**src/hdl/urlpd_pkg.sv**
```systemverilog
// ----------------------------------------------------------------------------
// URL percent decoder package
// Shared payload types, character constants and the small helper functions
// used by the decoder.
// ----------------------------------------------------------------------------
package urlpd_pkg;

  // Characters with a special meaning in the encoded stream.
  localparam logic [7:0] CH_PLUS    = 8'h2B;
  localparam logic [7:0] CH_PERCENT = 8'h25;
  localparam logic [7:0] CH_SPACE   = 8'h20;
  localparam logic [7:0] CH_ZERO    = 8'h30;
  localparam logic [7:0] CH_NINE    = 8'h39;
  localparam logic [7:0] CH_LOW_A   = 8'h61;
  localparam logic [7:0] CH_LOW_F   = 8'h66;
  localparam logic [7:0] CH_UP_A    = 8'h41;
  localparam logic [7:0] CH_UP_F    = 8'h46;

  // Result queue geometry.
  localparam int unsigned QDEPTH = 4;
  localparam int unsigned QAW    = 2;
  localparam int unsigned QCW    = 3;

  // Escape sequence tracking.
  typedef enum logic [1:0] {
    PH_IDLE  = 2'd0,
    PH_PCT   = 2'd1,
    PH_DIGIT = 2'd2
  } phase_t;

  // Input transfer payload.
  typedef struct packed {
    logic [7:0] in_byte;
    logic       in_last;
  } in_t;

  // Result transfer payload.
  typedef struct packed {
    logic [7:0] out_byte;
    logic       out_last;
    logic       bad_escape;
  } out_t;

  // True for 0-9, a-f and A-F.
  function automatic logic is_hex(input logic [7:0] c);
    return ((c >= CH_ZERO)  && (c <= CH_NINE))  ||
           ((c >= CH_LOW_A) && (c <= CH_LOW_F)) ||
           ((c >= CH_UP_A)  && (c <= CH_UP_F));
  endfunction

  // Nibble value of a hex digit; zero for anything else.
  function automatic logic [3:0] hex_value(input logic [7:0] c);
    logic [7:0] v;
    v = 8'd0;
    if ((c >= CH_ZERO) && (c <= CH_NINE)) begin
      v = c - CH_ZERO;
    end else if ((c >= CH_LOW_A) && (c <= CH_LOW_F)) begin
      v = c - CH_LOW_A + 8'd10;
    end else if ((c >= CH_UP_A) && (c <= CH_UP_F)) begin
      v = c - CH_UP_A + 8'd10;
    end
    return v[3:0];
  endfunction

  // Ordinary character: a plus becomes a space.
  function automatic logic [7:0] plain(input logic [7:0] c);
    return (c == CH_PLUS) ? CH_SPACE : c;
  endfunction

endpackage

```
**src/hdl/url_percent_decoder_top.sv**
```systemverilog
// ----------------------------------------------------------------------------
// URL percent decoder
// Streaming decoder for URL-encoded strings, one encoded byte per transfer.
// ----------------------------------------------------------------------------
// Usage:
//   Input channel (in_valid/in_ready/in_data) carries one encoded byte per
//   transfer together with a last-of-string flag. Result channel
//   (out_valid/out_ready/out_data) carries decoded bytes, the last flag and
//   a bad_escape flag; a bad escape yields a single zero byte marked last.
//   An input transfer yields zero, one or two results. The decode logic sits
//   between the input handshake and a four-entry result queue, so each result
//   is written into the queue and presented from there.
//   Throughput is one input byte per cycle; the only limit is the queue,
//   which must have room for two results (at most two entries held) before
//   an input transfer is taken. A percent sign followed only by the last
//   byte of its string gives two results from one input and so can fill
//   the queue.
//   Reset (rst_n low, synchronous) empties the queue and clears any pending
//   escape or discard state. When the receiver stalls, results wait in the
//   queue and in_ready drops once it holds three or more entries.
// ----------------------------------------------------------------------------
module url_percent_decoder_top
  import urlpd_pkg::*;
(
  input  logic clk,
  input  logic rst_n,
  input  logic in_valid,
  output logic in_ready,
  input  in_t  in_data,
  output logic out_valid,
  input  logic out_ready,
  output out_t out_data
);

  // Decoder state.
  phase_t     phase_r, phase_nxt;
  logic [7:0] held_r, held_nxt;
  logic       discard_r, discard_nxt;

  // Result queue.
  out_t           q_r [QDEPTH];
  logic [QAW-1:0] wr_ptr_r, wr_ptr_nxt;
  logic [QAW-1:0] rd_ptr_r, rd_ptr_nxt;
  logic [QCW-1:0] count_r, count_nxt;

  // Per-transfer decode results.
  logic       in_xfer;
  logic       out_xfer;
  logic [1:0] n_push;
  out_t       res0;
  out_t       res1;

  assign in_ready  = (count_r <= QCW'(QDEPTH - 2));
  assign in_xfer   = in_valid && in_ready;
  assign out_valid = (count_r != '0);
  assign out_xfer  = out_valid && out_ready;
  assign out_data  = q_r[rd_ptr_r];

  // Decode one input byte against the escape state.
  always_comb begin
    phase_nxt   = phase_r;
    held_nxt    = held_r;
    discard_nxt = discard_r;
    n_push      = 2'd0;
    res0        = '{out_byte: plain(in_data.in_byte), out_last: in_data.in_last,
                    bad_escape: 1'b0};
    res1        = '{out_byte: plain(in_data.in_byte), out_last: 1'b1,
                    bad_escape: 1'b0};
    if (in_xfer) begin
      priority if (discard_r) begin
        // Drop bytes until the end of the failed string.
        if (in_data.in_last) begin
          discard_nxt = 1'b0;
        end
        phase_nxt = PH_IDLE;
      end else begin
        unique case (phase_r)
          PH_PCT: begin
            if (in_data.in_last) begin
              // Percent with only one byte after it: pass both through.
              phase_nxt = PH_IDLE;
              res0      = '{out_byte: CH_PERCENT, out_last: 1'b0, bad_escape: 1'b0};
              n_push    = 2'd2;
            end else if (!is_hex(in_data.in_byte)) begin
              phase_nxt   = PH_IDLE;
              discard_nxt = 1'b1;
              res0        = '{out_byte: 8'd0, out_last: 1'b1, bad_escape: 1'b1};
              n_push      = 2'd1;
            end else begin
              held_nxt  = in_data.in_byte;
              phase_nxt = PH_DIGIT;
            end
          end
          PH_DIGIT: begin
            phase_nxt = PH_IDLE;
            n_push    = 2'd1;
            if (!is_hex(in_data.in_byte)) begin
              discard_nxt = !in_data.in_last;
              res0        = '{out_byte: 8'd0, out_last: 1'b1, bad_escape: 1'b1};
            end else begin
              res0.out_byte = {hex_value(held_r), hex_value(in_data.in_byte)};
            end
          end
          default: begin
            // Idle: a percent not at the end opens an escape.
            if ((in_data.in_byte == CH_PERCENT) && !in_data.in_last) begin
              phase_nxt = PH_PCT;
            end else begin
              phase_nxt = PH_IDLE;
              n_push    = 2'd1;
            end
          end
        endcase
      end
    end
  end

  // Queue pointer and occupancy update.
  always_comb begin
    wr_ptr_nxt = wr_ptr_r + QAW'(n_push);
    rd_ptr_nxt = rd_ptr_r + QAW'(out_xfer);
    count_nxt  = count_r + QCW'(n_push) - QCW'(out_xfer);
  end

  // Control registers.
  always_ff @(posedge clk) begin
    if (!rst_n) begin
      phase_r   <= PH_IDLE;
      held_r    <= 8'd0;
      discard_r <= 1'b0;
      wr_ptr_r  <= '0;
      rd_ptr_r  <= '0;
      count_r   <= '0;
    end else begin
      phase_r   <= phase_nxt;
      held_r    <= held_nxt;
      discard_r <= discard_nxt;
      wr_ptr_r  <= wr_ptr_nxt;
      rd_ptr_r  <= rd_ptr_nxt;
      count_r   <= count_nxt;
    end
  end

  // Queue storage; the second result goes into the entry after the first.
  always_ff @(posedge clk) begin
    if (n_push != 2'd0) begin
      q_r[wr_ptr_r] <= res0;
    end
    if (n_push == 2'd2) begin
      q_r[wr_ptr_r + QAW'(1)] <= res1;
    end
  end

  // The queue never holds more than its depth.
  a_count_bound: assert property (@(posedge clk) disable iff (!rst_n)
    count_r <= QCW'(QDEPTH))
    else $error("result queue overflow");

  // An error result always closes the string and carries a zero byte.
  a_bad_form: assert property (@(posedge clk) disable iff (!rst_n)
    (out_valid && out_data.bad_escape) |-> (out_data.out_last && out_data.out_byte == 8'd0))
    else $error("malformed error result");

  // While dropping a string no escape is pending.
  a_discard_idle: assert property (@(posedge clk) disable iff (!rst_n)
    discard_r |-> (phase_r == PH_IDLE))
    else $error("escape pending while discarding");

  // A transfer that pushes two results must have found room for both.
  a_two_room: assert property (@(posedge clk) disable iff (!rst_n)
    (n_push == 2'd2) |=> (count_r >= QCW'(2)))
    else $error("double push lost an entry");

endmodule

```
**config.mk**
```make
export PLATFORM = sky130hd
export DESIGN_NAME = url_percent_decoder_top
export DESIGN_NICKNAME = d
export VERILOG_FILES = /design/src/hdl/urlpd_pkg.sv /design/src/hdl/url_percent_decoder_top.sv
export SDC_FILE = /design/constraint.sdc
export NUM_CORES = 1
export LEC_CHECK = 0
export BUFFER_PORTS_ARGS = -buffer_cell sky130_fd_sc_hd__buf_2
export CORE_ASPECT_RATIO = 2
export CORE_MARGIN = 2
export CORE_UTILIZATION = 33
export CTS_CLUSTER_SIZE = 40
export DETAILED_ROUTE_END_ITERATION = 6
export REMOVE_ABC_BUFFERS = 1
export SYNTH_ARGS = -nofsm -noshare
export SYNTH_HDL_FRONTEND = slang
export SYNTH_SLANG_ARGS = --single-unit
```
**constraint.sdc**
```tcl
create_clock -name clk -period 3.5 [get_ports clk]
set_clock_uncertainty 0.15 [all_clocks]
set_input_delay 0.7 -clock clk [delete_from_list [all_inputs] [get_ports clk]]
set_output_delay 0.7 -clock clk [all_outputs]
set_load 0.05 [all_outputs]
```
==> reports/qor.yml, run 1 <==
clock_network:
  cts_root_buf: "clkbuf_16"
  cts_tree: "done"
  htreeDepth: 3
  numCtsBuffers: 9
  clockBufferDepth: 2
  clock_sinks: 58
  clk_pin_slew_ps: 50
  clock_latency_ps: 330
  cts_hold_buffers: 0
cells_and_area:
  seqCellArea_um2: 1480
  antennaDiodeCount: 0
  final_core_util_pct: 39.9
  n_fill_cell: 1079
  area_delta_synth_final_pct: 18.5
  multiInputGateArea_um2: 1940
  drive_above_1_share_pct: 25.0
  nets: 411
logic_synthesis:
  synth_top_area_cell: "edfxtp_1"
  synth_seq_area_share_pct: 42.0
  synthFlopType: "edfxtp_1"
  synth_edf_count: 32
  ys_warn_count: 0
  synth_cells: 340
  synth_top_cell_area_share_pct: 27.2
  yosys_register_bits: 58
  synthArstFlopShare_pct: 0
  syn_avg_cell_area_um2: 10.4
  syn_area_um2: 3530
  synth_cell_type_count: 62
  synth_area_leaders: "edfxtp_1 27%, dfxtp_1 15%, mux4_2 6.4%"
timing:
  period_minus_slack_ps: 3290
  tightestPinTransition_ps: 809
  slew_viol_final: 0
  max_freq_mhz: 304
  slew_headroom_pct: 45.4
  setup_violations: 0
  fin_crit_sh_pct: 93.9
  hold_viol: 0
  rsz0062_at_grt: "no"
critical_path:
  reg2reg_slack_ps: 590
  cp.arrival_ps: 3360
  max_stage_delay_ps: 500
  worst-path-buf-inv: 4
  worstSetupStartpointType: "input pin"
  path_cells: "buf_2, inv_1, ha_1, or4b_4, nand3_4, nor2_4, o21ai_0, and3_1, inv_1, ha_1, inv_1, ha_1, fa_2, xnor2_2, xnor2_1, and2_1"
  cp_top_family: "adder cells"
  worstPathMaxFanout: 3
  critical_path_required_ps: 3570
  worstSetupPathType: "in -> reg"
  endpoint_kind: "register"
  worst_path_max_delay_cell: "or4b_4"
power_and_ir_drop:
  finalPower_mw: 2.49
  p_sw_uw: 889
  pwr-share-comb_pct: 33.1
  pwr-share-seq_pct: 36.3
  switching_share_pct: 35.7
  power.share.clock_pct: 30.6
  p_int_mw: 1.60
  p_leak_nw: 1.54
  powerDensity_nw_per_um2: 596
  ir_worst_vdd_mv: 0.297
placed_design:
  place.detailed.hpwl_mm: 7.30
  place.gp.congestion: 0.835
  portBuffers: 24
worst_hold_path:
  hp-class: "reg -> reg"
global_route:
  gr-usage-all-layers_pct: 16.0
  grt_pass1_wl_mm: 14.0
  antenna_found_initial: 0
  grt_max_degree: 19
  grt_remaining_overflow: 0
  grt_pass1_vias: 2876
die:
  dieArea_um2: 11600
  die_height_um: 150
  rows: 53
  die_w_um: 77.1
  initial_core_util_pct: 33.7
  core-area_um2: 10500
  pin_count: 25
routing:
  drtAntennaViolNets: 0
  drc: 0
  via_count: 2775
  drtPass1Iterations: 4
  via_per_inst: 5.29
  wire_per_inst_um: 17.1
  drtIter0Drc: 126
  drt-total-wl_mm: 9.00
job:
  cap_violations: 0
status:
  status: "finished clean"
final timing paths:
path / to / cells past startpoint / from
hold / removal: held_r[7]$_SDFFE_PN0P_ / 2 / held_r[7]$_SDFFE_PN0P_
setup / recovery: count_r[2]$_SDFF_PN0_ / 16 / in_data[2]
hold reg to reg: held_r[7]$_SDFFE_PN0P_ / 2 / held_r[7]$_SDFFE_PN0P_
setup reg to reg: count_r[2]$_SDFF_PN0_ / 13 / phase_r[0]$_SDFFE_PN0P_
what timing repair did:
item                                    CTS  global route
buffers inserted                          0             0
endpoints found under the setup margin    0             1
gates resized for setup                   0             2
layout make-up:
cell class                      count  area share, %
Inverter                           16           1.44
Sequential cell                    58           35.4
Clock inverter                      6          0.838
Multi-Input combinational cell    254           46.3
Clock buffer                       10           5.47
Tap cell                          137           4.10
Timing Repair Buffer               44           6.46
synth_stat cells (4+ instances only):
master     n
nand2b_1   4
ha_1      14
nor2_1    19
mux2i_1   10
mux4_2    10
xnor2_1    5
o22ai_1    8
nand3_1    7
o21ai_0   22
clkbuf_1   5
and2_1    12
inv_1     16
a22o_1     8
nor2b_1    7
edfxtp_1  32
buf_2      4
dfxtp_1   26
nand2_1   46
a21oi_1   18
power by group through the flow:
stage / clock, mW / combinational [mW] / sequential (mW)
2_1_floorplan: 0 / 0.626 / 0.892
3_3_place_gp: 0 / 0.803 / 0.918
3_5_place_dp: 0 / 0.818 / 0.923
4_1_cts: 0.775 / 0.821 / 0.911
5_1_grt: 0.802 / 0.883 / 0.921
6_report: 0.763 / 0.825 / 0.904
layer usage:
layer / vias up / part of all wire (%) / track usage (%)
li1: 1342 / - / -
met1: 1299 / 32 / 12.8
met2: 94 / 58 / 31.5
met3: 40 / 3.1 / 2.64
met4: 0 / 6.8 / 14.9
met5: - / 0 / 0
worst reg2reg max path, cell delays in order (launching register included):
cell      delay [ps]
dfxtp_1          350
inv_1             60
ha_1             330
and4bb_2         270
nand4b_4          90
and3_1           190
inv_1             60
ha_1             290
inv_1             50
ha_1             190
fa_2             360
xnor2_2          150
xnor2_1          120
and2_1           150
metrics by stage:
step	hold slack, ps	setup slack, ps	TNS, ps	instance area, um2	cells
floorplan	268	55.2	0	3470	328
CTS	301	168	0	4170	525
detailed placement	294	-158	-158	3910	509
finish	294	214	0	4180	525
global route	331	20.8	0	4180	525
global placement	284	-80.5	-80.5	3910	509
layout by cell type, fill, tap and decap left out, drive strengths merged, types with 12 or more instances in the layout:
| cell | synthesis | routed |
|---|---|---|
| edfxtp | 32 | 32 |
| and2 | 12 | 12 |
| dfxtp | 26 | 26 |
| nand2 | 46 | 46 |
| ha | 14 | 14 |
| inv | 16 | 16 |
| nor2 | 20 | 20 |
| buf | 7 | 44 |
| a21oi | 21 | 21 |
| o21ai | 24 | 24 |
cell families (layout without fill, tap and decap cells):
group                      after synthesis  in the layout  share of synthesized area (%)
and+or+nand+nor                        125            125                           20.6
xor gates and xnor gates                 7              7                           1.74
AOI/OAI and AO/OA                       87             87                           17.5
buffers and inverters                   28             76                           3.44
muxes                                   20             20                           9.22
DFF                                     58             58                           42.0
adders and majority gates               15             15                           5.53
state kept, by name (all words and copies together) (netlist names):
| name | count |
|---|---|
| count_r | 3 |
| discard_r | 1 |
| held_r | 8 |
| phase_r | 2 |
| q_r | 40 |
| rd_ptr_r | 2 |
| wr_ptr_r | 2 |
Note: power is estimated with default switching activity, not from simulation.
==> inputs of run 2 (changes only) <==
--- a/config.mk
+++ b/config.mk
@@ -11,6 +11,7 @@
 export CORE_UTILIZATION = 33
 export CTS_CLUSTER_SIZE = 40
 export DETAILED_ROUTE_END_ITERATION = 6
+export PLACE_DENSITY_LB_ADDON = 0.05
 export REMOVE_ABC_BUFFERS = 1
 export SYNTH_ARGS = -nofsm -noshare
 export SYNTH_HDL_FRONTEND = slang
==> reports/qor.yml, run 2 (synthesized netlist as in run 1, its figures left out) <==
status:
  status: "finished clean"  # unchanged
clock_network:
  clockBufferDepth: 2  # unchanged
  clk_pin_slew_ps: 50  # about the same
  post_cts_resize_count: 0  # unchanged
  cts_root_buf: "clkbuf_16"  # unchanged
  cts_tree: "done"  # unchanged
  cts_setup_buffers: 0  # unchanged
  htreeDepth: 3  # unchanged
  clock_latency_ps: 330  # about the same
  clock_sinks: 58  # unchanged
  cts_hold_buffers: 0  # unchanged
  numCtsBuffers: 9  # unchanged
cells_and_area:
  area_delta_synth_final_pct: 20.5  # was 18.5%
  largest-register: "q_r"  # unchanged
  layout.cells.non_filler: 531  # was 525
  drive_above_1_share_pct: 25.6  # was 25.0%
  antennaDiodeCount: 0  # unchanged
  largest_reg_flops: 40  # unchanged
  mostFrequentLayoutCell: "nand2_1"  # unchanged
  final_cell_mix: "46 x nand2_1, 32 x edfxtp_1, 26 x dfxtp_1, 26 x buf_4, 24 x buf_2"  # was 46 x nand2_1, 32 x edfxtp_1, 26 x dfxtp_1
  final_area_um2: 4250  # was 4180 um2
  final_core_util_pct: 40.6  # was 39.9%
  nets: 417  # was 411
  reg.largest.list: "q_r: 40 flops, held_r: 8 flops, count_r: 3 flops"  # unchanged
routing:
  drtIter0Drc: 218  # was 126
  drtAntennaViolNets: 0  # unchanged
  via_per_inst: 5.15  # was 5.29
  drc: 0  # unchanged
  drt-total-wl_mm: 9.90  # was 9.00 mm
  wire_per_inst_um: 18.6  # was 17.1 um
  drtPass1Iterations: 5  # was 4
  via_count: 2737  # was 2,775
power_and_ir_drop:
  powerDensity_nw_per_um2: 611  # was 596 nW/um2
  pwr-share-comb_pct: 32.7  # was 33.1%
  p_sw_uw: 915  # was 889 uW
  finalPower_mw: 2.60  # was 2.49 mW
  power.share.clock_pct: 33.7  # was 30.6%
  p_leak_nw: 1.57  # was 1.54 nW
  pwr-share-seq_pct: 33.6  # was 36.3%
  p_int_mw: 1.68  # was 1.60 mW
  switching_share_pct: 35.2  # was 35.7%
  ir_worst_vdd_mv: 0.356  # was 0.297 mV
critical_path:
  worst_path_max_delay_cell: "or4b_4"  # unchanged
  cp.arrival_ps: 3380  # was 3360 ps
  worstPathMaxFanout: 3  # unchanged
  worst-path-buf-inv: 4  # unchanged
  worstSetupStartpointType: "input pin"  # unchanged
  path_cells: "buf_2, inv_1, ha_1, or4b_4, nand3_4, nor2_4, o21ai_0, and3_1, inv_1, ha_1, inv_1, ha_1, fa_1, xnor2_1, xnor2_1, and2_1"  # was buf_2, inv_1, ha_1, or4b_4, nand3_4, nor2_4, o21ai_0, and3_1, inv_1, ha_1, inv_1, ha_1, fa_2, xnor2_2, xnor2_1, and2_1
  cp_top_family: "adder cells"  # unchanged
  critical_path_required_ps: 3580  # was 3570 ps
  max_stage_delay_ps: 470  # was 500 ps
  endpoint_kind: "register"  # unchanged
  worstSetupPathType: "in -> reg"  # unchanged
timing:
  rsz0062_at_grt: "no"  # unchanged
  tns_ps: 0  # unchanged
  fin_crit_sh_pct: 94.2  # was 93.9%
  slew_viol_final: 0  # unchanged
  max_freq_mhz: 303  # was 304 MHz
  hold_viol: 0  # unchanged
  slew_headroom_pct: 54.1  # was 45.4%
  period_minus_slack_ps: 3300  # was 3290 ps
  setup_violations: 0  # unchanged
  tightestPinTransition_ps: 686  # was 809 ps
die:
  initial_core_util_pct: 33.7  # unchanged
  die_w_um: 77.1  # unchanged
  die_height_um: 150  # unchanged
  rows: 53  # unchanged
  dieArea_um2: 11600  # unchanged
  core-area_um2: 10500  # unchanged
  pin_count: 25  # unchanged
placed_design:
  place.detailed.hpwl_mm: 7.93  # was 7.30 mm
  post-place-cells: 515  # was 509
  portBuffers: 24  # unchanged
  placed_area_um2: 3950  # was 3910 um2
  place.gp.congestion: 0.880  # was 0.835
global_route:
  grt_remaining_overflow: 0  # unchanged
  grt_pass1_wl_mm: 15.6  # was 14.0 mm
  grt_pass1_vias: 2850  # was 2,876
  antenna_found_initial: 0  # unchanged
  gr-usage-all-layers_pct: 18.3  # was 16.0%
  grt_max_degree: 19  # unchanged
worst_hold_path:
  hp-class: "reg -> reg"  # unchanged
job:
  cap_violations: 0  # unchanged
==> run 2: per-stage QoR <==
stage               hold slack (ps)  setup slack, ps
detailed placement              296             -136
global route                    326             43.5
floorplan                       268             55.2
CTS                             303              184
global placement                292             -103
finish                          302              201
==> run 2: final timing paths <==
kind | startpoint | end | slack, ps | cells past startpoint
max | in_data[2] | count_r[2]$_SDFF_PN0_ | 200 | 16
min | held_r[7]$_SDFFE_PN0P_ | held_r[7]$_SDFFE_PN0P_ | 300 | 2
max reg2reg | phase_r[0]$_SDFFE_PN0P_ | count_r[2]$_SDFF_PN0_ | 520 | 13
min reg2reg | held_r[7]$_SDFFE_PN0P_ | held_r[7]$_SDFFE_PN0P_ | 300 | 2
==> run 2: worst register-to-register path, stage by stage (launching register included) <==
cell and delay, ps:
dfxtp_1 360, inv_1 60, ha_1 360, and4bb_2 280
nand4b_4 110, and3_1 210, inv_1 50, ha_1 270
inv_1 40, ha_1 180, fa_1 380, xnor2_1 200
xnor2_1 80, and2_1 150
==> run 2: cell type report <==
type | count | area, um2
Tap cell | 137 | 171
Clock inverter | 6 | 67.6
Inverter | 16 | 60.1
Sequential cell | 58 | 1480
Multi-Input combinational cell | 254 | 1930
Clock buffer | 10 | 229
Fill cell | 1117 | 6230
Timing Repair Buffer | 50 | 315
==> run 2: power by group through the flow <==
| stage | clock (mW) | combinational (mW) | sequential, mW |
|---|---|---|---|
| global route | 0.922 | 0.919 | 0.884 |
| detailed placement | 0 | 0.865 | 0.889 |
| global placement | 0 | 0.861 | 0.887 |
| finish | 0.874 | 0.850 | 0.873 |
| floorplan | 0 | 0.626 | 0.892 |
| CTS | 0.894 | 0.866 | 0.876 |
==> run 2: metal layers <==
| layer | up-vias | wire length (um) | part of all wire, % | GRT usage (%) |
|---|---|---|---|---|
| met5 | - | 0 | 0 | 0 |
| met4 | 0 | 238 | 2.4 | 8.84 |
| met3 | 15 | 229 | 2.3 | 2.94 |
| met2 | 53 | 5840 | 59 | 36.6 |
| met1 | 1308 | 3590 | 36 | 17.6 |
| li1 | 1361 | - | - | - |
